File: src/clad_pkg.sv
// Shared types and constants for the circular list block.
// No dependencies; imported by every module of the block.
`default_nettype none

package clad_pkg;

    localparam int CAPACITY_DEFAULT = 32;
    localparam int DATA_W           = 32;

    typedef enum logic [1:0] {
        OP_APPEND = 2'd0,
        OP_DELETE = 2'd1,
        OP_DUMP   = 2'd2
    } opcode_t;

    typedef enum logic [1:0] {
        ST_OK       = 2'd0,
        ST_NOTFOUND = 2'd1,
        ST_FULL     = 2'd2,
        ST_EMPTY    = 2'd3
    } status_t;

    // One result item as produced by the sequencer, before the output register.
    typedef struct packed {
        logic                valid;
        status_t             status;
        logic [DATA_W-1:0]   value;
        logic                last;
    } result_t;

endpackage

`default_nettype wire

File: src/clad_store.sv
// Entry storage: one write port and one read port with registered read data.
// Depends on clad_pkg for the data width.
`default_nettype none

module clad_store #(
    parameter int DEPTH = clad_pkg::CAPACITY_DEFAULT,
    parameter int AW    = 5
) (
    input  wire logic                       clk,
    input  wire logic                       we,
    input  wire logic [AW-1:0]              waddr,
    input  wire logic [clad_pkg::DATA_W-1:0] wdata,
    input  wire logic                       re,
    input  wire logic [AW-1:0]              raddr,
    output logic      [clad_pkg::DATA_W-1:0] rdata
);
    import clad_pkg::*;

    logic [DATA_W-1:0] mem [DEPTH];

    always_ff @(posedge clk)
    begin
        if (we)
        begin
            mem[waddr] <= wdata;
        end
    end

    always_ff @(posedge clk)
    begin
        if (re)
        begin
            rdata <= mem[raddr];
        end
    end

endmodule

`default_nettype wire

File: src/clad_walker.sv
// Sequencer that walks the entry store one entry per cycle with a shared compare.
// Depends on clad_pkg; drives the clad_store ports and produces result items.
`default_nettype none

module clad_walker #(
    parameter int CAPACITY = clad_pkg::CAPACITY_DEFAULT,
    parameter int AW       = 5,
    parameter int CW       = 6
) (
    input  wire logic                        clk,
    input  wire logic                        rst_n,
    input  wire logic                        start,
    input  wire logic [1:0]                  opcode,
    input  wire logic [clad_pkg::DATA_W-1:0] operand_value,
    output logic                             busy,
    output logic                             mem_we,
    output logic [AW-1:0]                    mem_waddr,
    output logic [clad_pkg::DATA_W-1:0]      mem_wdata,
    output logic                             mem_re,
    output logic [AW-1:0]                    mem_raddr,
    input  wire logic [clad_pkg::DATA_W-1:0] mem_rdata,
    output clad_pkg::result_t                res,
    output logic [CW-1:0]                    res_count
);
    import clad_pkg::*;

    typedef enum logic [2:0] {
        S_IDLE   = 3'b001,
        S_DELETE = 3'b010,
        S_DUMP   = 3'b100
    } state_t;

    state_t            state_reg, state_next;
    logic [CW-1:0]     count_reg, count_next;
    logic [CW-1:0]     ptr_reg, ptr_next;
    logic [AW-1:0]     idx_reg, idx_next;
    logic [DATA_W-1:0] key_reg, key_next;
    logic              found_reg, found_next;

    logic              issue;
    logic              is_last;
    logic              match;

    // The read pointer runs one ahead of the index whose data is in mem_rdata.
    assign issue   = (ptr_reg < count_reg);
    assign is_last = (CW'(idx_reg) == (count_reg - CW'(1)));
    assign match   = (mem_rdata == key_reg);
    assign busy    = (state_reg != S_IDLE);

    always_comb
    begin
        state_next = state_reg;
        count_next = count_reg;
        ptr_next   = ptr_reg;
        idx_next   = idx_reg;
        key_next   = key_reg;
        found_next = found_reg;
        mem_we     = 1'b0;
        mem_waddr  = idx_reg - AW'(1);
        mem_wdata  = mem_rdata;
        mem_re     = 1'b0;
        mem_raddr  = ptr_reg[AW-1:0];
        res        = '0;

        case (state_reg)
            S_IDLE:
            begin
                if (start)
                begin
                    case (opcode)
                        OP_APPEND:
                        begin
                            res.valid = 1'b1;
                            res.last  = 1'b1;
                            if (count_reg == CW'(CAPACITY))
                            begin
                                res.status = ST_FULL;
                            end
                            else
                            begin
                                mem_we     = 1'b1;
                                mem_waddr  = count_reg[AW-1:0];
                                mem_wdata  = operand_value;
                                count_next = count_reg + CW'(1);
                                res.status = ST_OK;
                            end
                        end
                        OP_DELETE, OP_DUMP:
                        begin
                            if (count_reg == '0)
                            begin
                                res.valid  = 1'b1;
                                res.last   = 1'b1;
                                res.status = (opcode == OP_DELETE) ? ST_NOTFOUND : ST_EMPTY;
                            end
                            else
                            begin
                                mem_re     = 1'b1;
                                mem_raddr  = '0;
                                ptr_next   = CW'(1);
                                idx_next   = '0;
                                key_next   = operand_value;
                                found_next = 1'b0;
                                state_next = (opcode == OP_DELETE) ? S_DELETE : S_DUMP;
                            end
                        end
                        default:
                        begin
                            // An unknown opcode leaves the list alone and gives no result.
                        end
                    endcase
                end
            end
            S_DELETE:
            begin
                mem_re   = issue;
                ptr_next = issue ? ptr_reg + CW'(1) : ptr_reg;
                idx_next = idx_reg + AW'(1);
                if (found_reg)
                begin
                    // Close the gap: every entry after the match moves one place down.
                    mem_we = 1'b1;
                end
                else if (match)
                begin
                    found_next = 1'b1;
                end
                if (is_last)
                begin
                    res.valid  = 1'b1;
                    res.last   = 1'b1;
                    res.status = (found_reg || match) ? ST_OK : ST_NOTFOUND;
                    if (found_reg || match)
                    begin
                        count_next = count_reg - CW'(1);
                    end
                    state_next = S_IDLE;
                end
            end
            S_DUMP:
            begin
                mem_re     = issue;
                ptr_next   = issue ? ptr_reg + CW'(1) : ptr_reg;
                idx_next   = idx_reg + AW'(1);
                res.valid  = 1'b1;
                res.status = ST_OK;
                res.value  = mem_rdata;
                res.last   = is_last;
                if (is_last)
                begin
                    state_next = S_IDLE;
                end
            end
            default:
            begin
                state_next = S_IDLE;
            end
        endcase
    end

    assign res_count = count_next;

    always_ff @(posedge clk or negedge rst_n)
    begin
        if (!rst_n)
        begin
            state_reg <= S_IDLE;
            count_reg <= '0;
            ptr_reg   <= '0;
            idx_reg   <= '0;
            found_reg <= 1'b0;
        end
        else
        begin
            state_reg <= state_next;
            count_reg <= count_next;
            ptr_reg   <= ptr_next;
            idx_reg   <= idx_next;
            found_reg <= found_next;
        end
    end

    always_ff @(posedge clk)
    begin
        key_reg <= key_next;
    end

endmodule

`default_nettype wire

File: src/circular_list_append_delete.sv
// Top level of the bounded ordered list: output register around the walker and store.
// Depends on clad_pkg, clad_store and clad_walker.
//
// Usage: an item (opcode, operand_value) is taken at a rising edge where start is
// high and busy is low. Results appear on status, entry_value, entry_count and
// last_of_run for exactly one cycle, marked by strobe; the receiver cannot stall.
// last_of_run marks the final result of each item.
// Behaviour per item:
//   append (ok or full), delete or dump on an empty list: one result, registered in the
//   cycle after acceptance; busy stays low, so a new item can follow at once.
//   delete: walks the list one entry per cycle through the single read port and
//   the shared comparator, busy while it walks the N entries held; the result
//   strobe rises in the same cycle as busy falls.
//   dump: one result per cycle, one per entry held, the first passing through the
//   store read register and then the output register.
// An unknown opcode produces no result and changes nothing.
// Reset empties the list; the store contents are not cleared, as entries are
// only read below the fill count.
`default_nettype none

module circular_list_append_delete #(
    parameter int CAPACITY = clad_pkg::CAPACITY_DEFAULT,
    parameter int AW       = (CAPACITY > 1) ? $clog2(CAPACITY) : 1,
    parameter int CW       = $clog2(CAPACITY + 1)
) (
    input  wire logic                               clk,
    input  wire logic                               rst_n,
    input  wire logic                               start,
    output logic                                    busy,
    input  wire logic [1:0]                         opcode,
    input  wire logic signed [clad_pkg::DATA_W-1:0] operand_value,
    output logic                                    strobe,
    output logic [1:0]                              status,
    output logic signed [clad_pkg::DATA_W-1:0]      entry_value,
    output logic [CW-1:0]                           entry_count,
    output logic                                    last_of_run
);
    import clad_pkg::*;

    logic              mem_we;
    logic [AW-1:0]     mem_waddr;
    logic [DATA_W-1:0] mem_wdata;
    logic              mem_re;
    logic [AW-1:0]     mem_raddr;
    logic [DATA_W-1:0] mem_rdata;
    result_t           res;
    logic [CW-1:0]     res_count;

    logic              strobe_reg;
    status_t           status_reg;
    logic [DATA_W-1:0] value_reg;
    logic [CW-1:0]     count_reg;
    logic              last_reg;

    clad_store #(
        .DEPTH (CAPACITY),
        .AW    (AW)
    ) u_store (
        .clk   (clk),
        .we    (mem_we),
        .waddr (mem_waddr),
        .wdata (mem_wdata),
        .re    (mem_re),
        .raddr (mem_raddr),
        .rdata (mem_rdata)
    );

    clad_walker #(
        .CAPACITY (CAPACITY),
        .AW       (AW),
        .CW       (CW)
    ) u_walker (
        .clk           (clk),
        .rst_n         (rst_n),
        .start         (start),
        .opcode        (opcode),
        .operand_value (operand_value),
        .busy          (busy),
        .mem_we        (mem_we),
        .mem_waddr     (mem_waddr),
        .mem_wdata     (mem_wdata),
        .mem_re        (mem_re),
        .mem_raddr     (mem_raddr),
        .mem_rdata     (mem_rdata),
        .res           (res),
        .res_count     (res_count)
    );

    always_ff @(posedge clk or negedge rst_n)
    begin
        if (!rst_n)
        begin
            strobe_reg <= 1'b0;
        end
        else
        begin
            strobe_reg <= res.valid;
        end
    end

    always_ff @(posedge clk)
    begin
        if (res.valid)
        begin
            status_reg <= res.status;
            value_reg  <= res.value;
            count_reg  <= res_count;
            last_reg   <= res.last;
        end
    end

    assign strobe      = strobe_reg;
    assign status      = status_reg;
    assign entry_value = value_reg;
    assign entry_count = count_reg;
    assign last_of_run = last_reg;

endmodule

`default_nettype wire

File: config.mk
export PLATFORM = sky130hd
export DESIGN_NAME = circular_list_append_delete
export DESIGN_NICKNAME = d
export VERILOG_FILES = /design/src/clad_pkg.sv /design/src/clad_store.sv /design/src/clad_walker.sv /design/src/circular_list_append_delete.sv
export SDC_FILE = /design/constraint.sdc
export NUM_CORES = 2
export LEC_CHECK = 0
export BUFFER_PORTS_ARGS = -buffer_cell sky130_fd_sc_hd__buf_2
export CORE_MARGIN = 5
export CORE_UTILIZATION = 60
export DETAILED_ROUTE_END_ITERATION = 10
export PLACE_DENSITY = 0.83
export SLEW_MARGIN = 20
export SYNTH_ARGS = -nofsm -noshare
export SYNTH_HDL_FRONTEND = slang
export SYNTH_SLANG_ARGS = --single-unit
File: constraint.sdc
create_clock -name clk -period 5.84 [get_ports clk]
set_input_delay 1.752 -clock clk [delete_from_list [all_inputs] [get_ports clk]]
set_output_delay 1.752 -clock clk [all_outputs]
set_load 0.02 [all_outputs]
# Word level (Yosys, flattened, before mapping)
# Memories as Yosys holds them, arrays and structs flattened. A register that Yosys moved wholly into a read port is not among the register bits.
# Cells that the tools add are included.
[op_classes]
eq_ne = 14
addsub = 5
n_reduce_logical = 12
n_shift = 0
n_div = 0
bitwise_logic = 1
n_mux = 63
mul = 0
magnitude_cmp = 1
[ops]
columns = ["operator", "count"]
rows = [
  ["2-to-1 mux 32 bit", 4],
  ["2-to-1 mux 5 bit", 11],
  ["2-to-1 mux 6 bit", 9],
  ["equality test 32 bit", 1],
  ["2-to-1 mux 3 bit", 8],
  ["case mux 6 bit (2 select lines)", 2],
  ["2-to-1 mux 1 bit", 18],
  ["AND reduction 4 bit", 4],
  ["adder 6 x 1 -> 6 bit (second input constant)", 2],
  ["case mux 3 bit (2 select lines)", 2],
  ["case mux 5 bit (2 select lines)", 1],
  ["case mux 3 bit (3 select lines)", 1],
  ["case mux 1 bit (2 select lines)", 4],
  ["equality test 5 x 6 -> 1 bit", 1],
  ["equality test 6 bit (second input constant)", 1],
  ["logical NOT 6 bit", 1],
  ["less-than comparator 6 bit", 1],
  ["!= test 2 bit (second input constant)", 3],
  ["subtractor 6 x 1 -> 6 bit (second input constant)", 1],
  ["adder 5 x 1 -> 5 bit (second input constant)", 1],
  ["AND reduction 5 bit", 1],
  ["subtractor 5 x 1 -> 5 bit (second input constant)", 1],
  ["2-to-1 mux 2 bit", 2],
  ["!= test 2 x 1 -> 1 bit (second input constant)", 2],
  ["other kinds (12)", 14],
]
[totals]
in_bits = 37
latchBits = 0
output_inout_bits = 43
mem_count = 1
ramBits = 1024
romBits = 0
reg_bits = 95
[memory_table]
columns = ["name", "words", "width", "rd", "rd_clocked_by_memory_dff", "wr", "line", "source"]
rows = [
  ["u_store.mem", 32, 32, 1, 1, 1, "clad_store.sv:19", "logic [DATA_W-1:0] mem [DEPTH];"],
]

# Logic depth before layout (Yosys ltp)
[depth]
depth_word = 7
depth_mapped = 11
ltp_nobuf = 9

# By module
# From an unflattened synthesis, not the netlist that was laid out.
[hier_totals]
hier_cells = 2644
hier_area_um2 = 45671.3
[by_module_without_submodules]
columns = ["mod", "n_inst", "area_each_um2", "cells_each", "seq_area_each_um2"]
rows = [
  ["clad_store", 1, 40812.9, 2260, 31710.4],
  ["clad_walker", 1, 3602.2, 342, 1487.7],
  ["circular_list_append_delete", 1, 1256.2, 42, 1256.2],
]

# Worst setup path after synthesis
# No wires, ideal clock.
[synth_path]
kind = "register to register"
startpoint = "register u_walker.count_reg[0]"
endpoint = "register count_reg[0] (netlist: entry_count[0]) (enable)"
setup_slack_ns = 0.540
t_arrival_ns = 4.802
required_time_ns = 5.342
stages_incl_launch_ff = 8
n_path_buf = 0
cell_sequence = "dfrtp_1 -> inv_1 -> ha_1 -> o21ba_2 -> a221oi_1 -> a41oi_1 -> or3_1 -> o21ai_0"
[synth_rtl]
columns = ["element", "line", "source"]
rows = [
  ["from (decl)", "clad_walker.sv:34", "logic [CW-1:0] count_reg, count_next;"],
  ["from (signal assigned)", "clad_walker.sv:176", "count_reg <= count_next;"],
  ["to (signal assigned)", "circular_list_append_delete.sv:107", "count_reg <= res_count;"],
  ["to (decl)", "circular_list_append_delete.sv:52", "logic [CW-1:0] count_reg;"],
]

# Worst setup path in the final report
[layout_path]
startpoint = "input port opcode[0]"
endpoint = "memory u_store.mem[26][12] (enable)"
[layout_between]
elab_chain_cells = 6
word_cells_on_any_way = 9
cone_classes = "mux: 8; reduce/logical: 1"
[layout_lines]
columns = ["element", "line", "source"]
rows = [
  ["from (decl)", "circular_list_append_delete.sv:30", "input wire logic [1:0] opcode,"],
  ["logical NOT 2 bit (*)", "clad_walker.sv:70", "case (opcode)"],
  ["2-to-1 mux 1 bit", "clad_walker.sv:70", ""],
  ["2-to-1 mux 1 bit", "clad_walker.sv:68", "if (start)"],
  ["case mux 1 bit (2 select lines)", "clad_walker.sv:65", "case (state_reg)"],
  ["2-to-1 mux 1 bit", "clad_store.sv:23", "if (we)"],
  ["2-to-1 mux 1 bit (implied by the code)", "clad_store.sv:25", "mem[waddr] <= wdata;"],
  ["to (decl)", "clad_store.sv:19", ""],
]
# Every way passes the cells marked *; elsewhere a longest branch is shown, timed or not.

==> impl_metrics.tcl <==
set metrics [dict create \
    hold_viol_final 0 \
    synth_ff_type "edfxtp_1" \
    maxCapViolations 0 \
    rows 101 \
    slew_headroom_pct 21.53 \
    grt_antenna_before_repair 3 \
    synth_edf_count 1129 \
    ys_ff_latch 1151 \
    period_minus_slack_ps 4616 \
    leakagePower_uw 0.01672 \
    ant_nets 0 \
    initial_core_util_pct 60.47 \
    routed_wirelength_um 116700 \
    dp_cells 3615 \
    cts_tree "built" \
    min-delay-start "u_walker.found_reg" \
    dpl.hpwl_um 69080 \
    seq_area_frac_synth_pct 75.03 \
    cts.sinks 1151 \
    grt_usage_pct 28.07 \
    clockRootBuffer "clkbuf_16" \
    r2r-start "u_walker.state_reg[0]" \
    setup_viol 0 \
    cts_setup_buffers 0 \
    pin_count 80 \
    numPortBuffers 79 \
    power_per_cell_area_nw_per_um2 456.7 \
    start_kind "primary input" \
    synth_fa_ha_area_share_pct 0.3814 \
    fmaxAchievable_mhz 216.6 \
    end_kind "register" \
    grt_pass1_vias 25759 \
    vias 26409 \
    cp-startpoint "opcode[0]" \
    die_y_um 286.7 \
    drt-initial-drc-count 4703 \
    synth_top_family_by_area "multiplexers" \
    yosysWarningCount 0 \
    yosys.area.top_type_share_pct 73.83 \
    h-tree-depth 3 \
    drtPass1Iterations 8 \
    vdd_drop_max_v 0.0003331 \
    synthCells 2620 \
    syn2layout_area_growth_pct 11.73 \
    ff2ff_path_depth 9 \
    nets 2746 \
    synth_top_area_cell "edfxtp_1" \
    fp.coreArea_um2 75950 \
    die_x_um 286.7 \
    routedWlPerCell_um 30.58 \
    finish.utilization_pct 67.56 \
    drc 0 \
    synth_compound_area_share_pct 7.991 \
    cts_hold_buffers 0 \
    fin_worst_skew_ps 23.98 \
    stdcell_count 3818 \
    fill_cells 4571 \
    clockBufferDepth 3 \
    rsz0062_at_grt "false" \
    largest_reg_flops 1024 \
    tns_ps 0 \
    cp.arrival_ps 4950 \
    r2r-end "u_store.mem[26][12]" \
    drt-vias-per-instance 6.917 \
    cts_inserted_buffers 107 \
    grt_max_degree 114 \
    reg2reg_setup_slack_ps 1570 \
    async_flop_share_pct 1.911 \
    layout_commonest_cell "edfxtp_1" \
    drv_slew 0 \
    cts_resized 0 \
    ys_types 56 \
    path_class "primary input to register" \
    top_register "u_store.mem" \
    syn_avg_cell_area_um2 17.53 \
    clk_pin_slew_ps 60 \
    status "finished, final reports clean" \
    synth_nets 2671 \
    antennaDiodeCount 0 \
    gp_congestion 0.9396 \
    layout-drive-gt1-share_pct 21.23 \
    dieArea_um2 82170 \
    hold_class "register to register" \
    whs_path_depth 1 \
    cp_max_fo 20 \
    tightest_slew_ps 1175 \
    fin_crit_sh_pct 79.05 \
    synthTopCellsByArea "edfxtp_1 74%, mux4_2 6.3%, a21oi_1 2.5%, mux2_2 2.5%, mux2i_1 2.1%" \
    synth-xor-area-share_pct 0.9155 \
    grt_pass1_wl_um 171900 \
    synth_mux_area_share_pct 10.80 \
    yosys.area_share.simple_pct 2.874 \
    mostFrequentLayoutCells "1129 x edfxtp_1, 225 x a21oi_1, 128 x mux4_2" \
    crit_required_ps 6180 \
    clk-insertion-delay-late_ps 680 \
    min_to "u_walker.found_reg" \
    netlist_area_um2 45920 \
    grt_overflow 0 \
]
worst max-delay path by stage:
stage | end | depth (start not counted)
after global routing | u_store.mem[13][0] | 10
after detailed placement | u_store.mem[26][17] | 11
after global placement | u_store.mem[13][4] | 10
final | u_store.mem[26][12] | 11
after floorplan | entry_count[0] | 7
after CTS | u_store.rdata[16] | 9
worst max-delay path, cell delays in order:
cell and delay [ps]:
buf_2 120, inv_1 60, ha_1 180, nand2_1 150
a311oi_4 590, buf_4 310, a2bb2oi_1 280, and2_1 200
nand2_1 340, nor2_4 540, buf_4 400
per-layer routing:
layer  routed length (um)  GRT usage, %  up-vias
li1                     -             -    10672
met1                42980         41.10    13300
met2                54110         42.85     2185
met3                17120         8.658      252
met4                 2532         5.696        0
met5                    0             0        -
cells in the mapped netlist (34+ instances only):
cell,instances
edfxtp_1,1129
a21oi_1,225
mux4_2,128
nor2_1,121
clkbuf_1,113
o21ai_0,105
mux2_2,100
mux2i_1,95
a221oi_1,65
inv_1,45
and2_1,38
buf_2,36
a31oi_1,35
o21ai_1,35
o22ai_1,34
per-stage QoR:
step	power, uW	hold slack [ps]	area (um2)	setup slack (ps)
finish	23430	596.6	51310	1224
global route	24170	600.6	51310	1139
CTS	23320	584.9	51270	1404
detailed placement	16350	573.1	47750	749.8
global placement	16140	569.2	47750	884.3
floorplan	14310	496.2	45920	539.8
where the power goes:
part,switching [uW],internal [uW]
Sequential,344,10100
Combinational,4010,1940
Clock,3000,4010
Total,7350,16100
cell families after synthesis:
| group | Yosys count |
|---|---|
| flops | 1151 |
| xor+xnor | 48 |
| fa+ha+maj | 14 |
| buf+inv | 220 |
| mux | 323 |
| compound gates | 594 |
| simple gates | 270 |
cell type report:
cell class	count	area [um2]	area share [%]
repair buffers	139	965.9	1.883
clock buffers	143	2877	5.606
inverters	47	183.9	0.3585
multi-input cells	1249	10890	21.23
well taps	1030	1289	2.512
clock inverters	59	635.6	1.239
flip-flops and latches	1151	34470	67.17
Note: power is estimated with default switching activity, not from simulation.
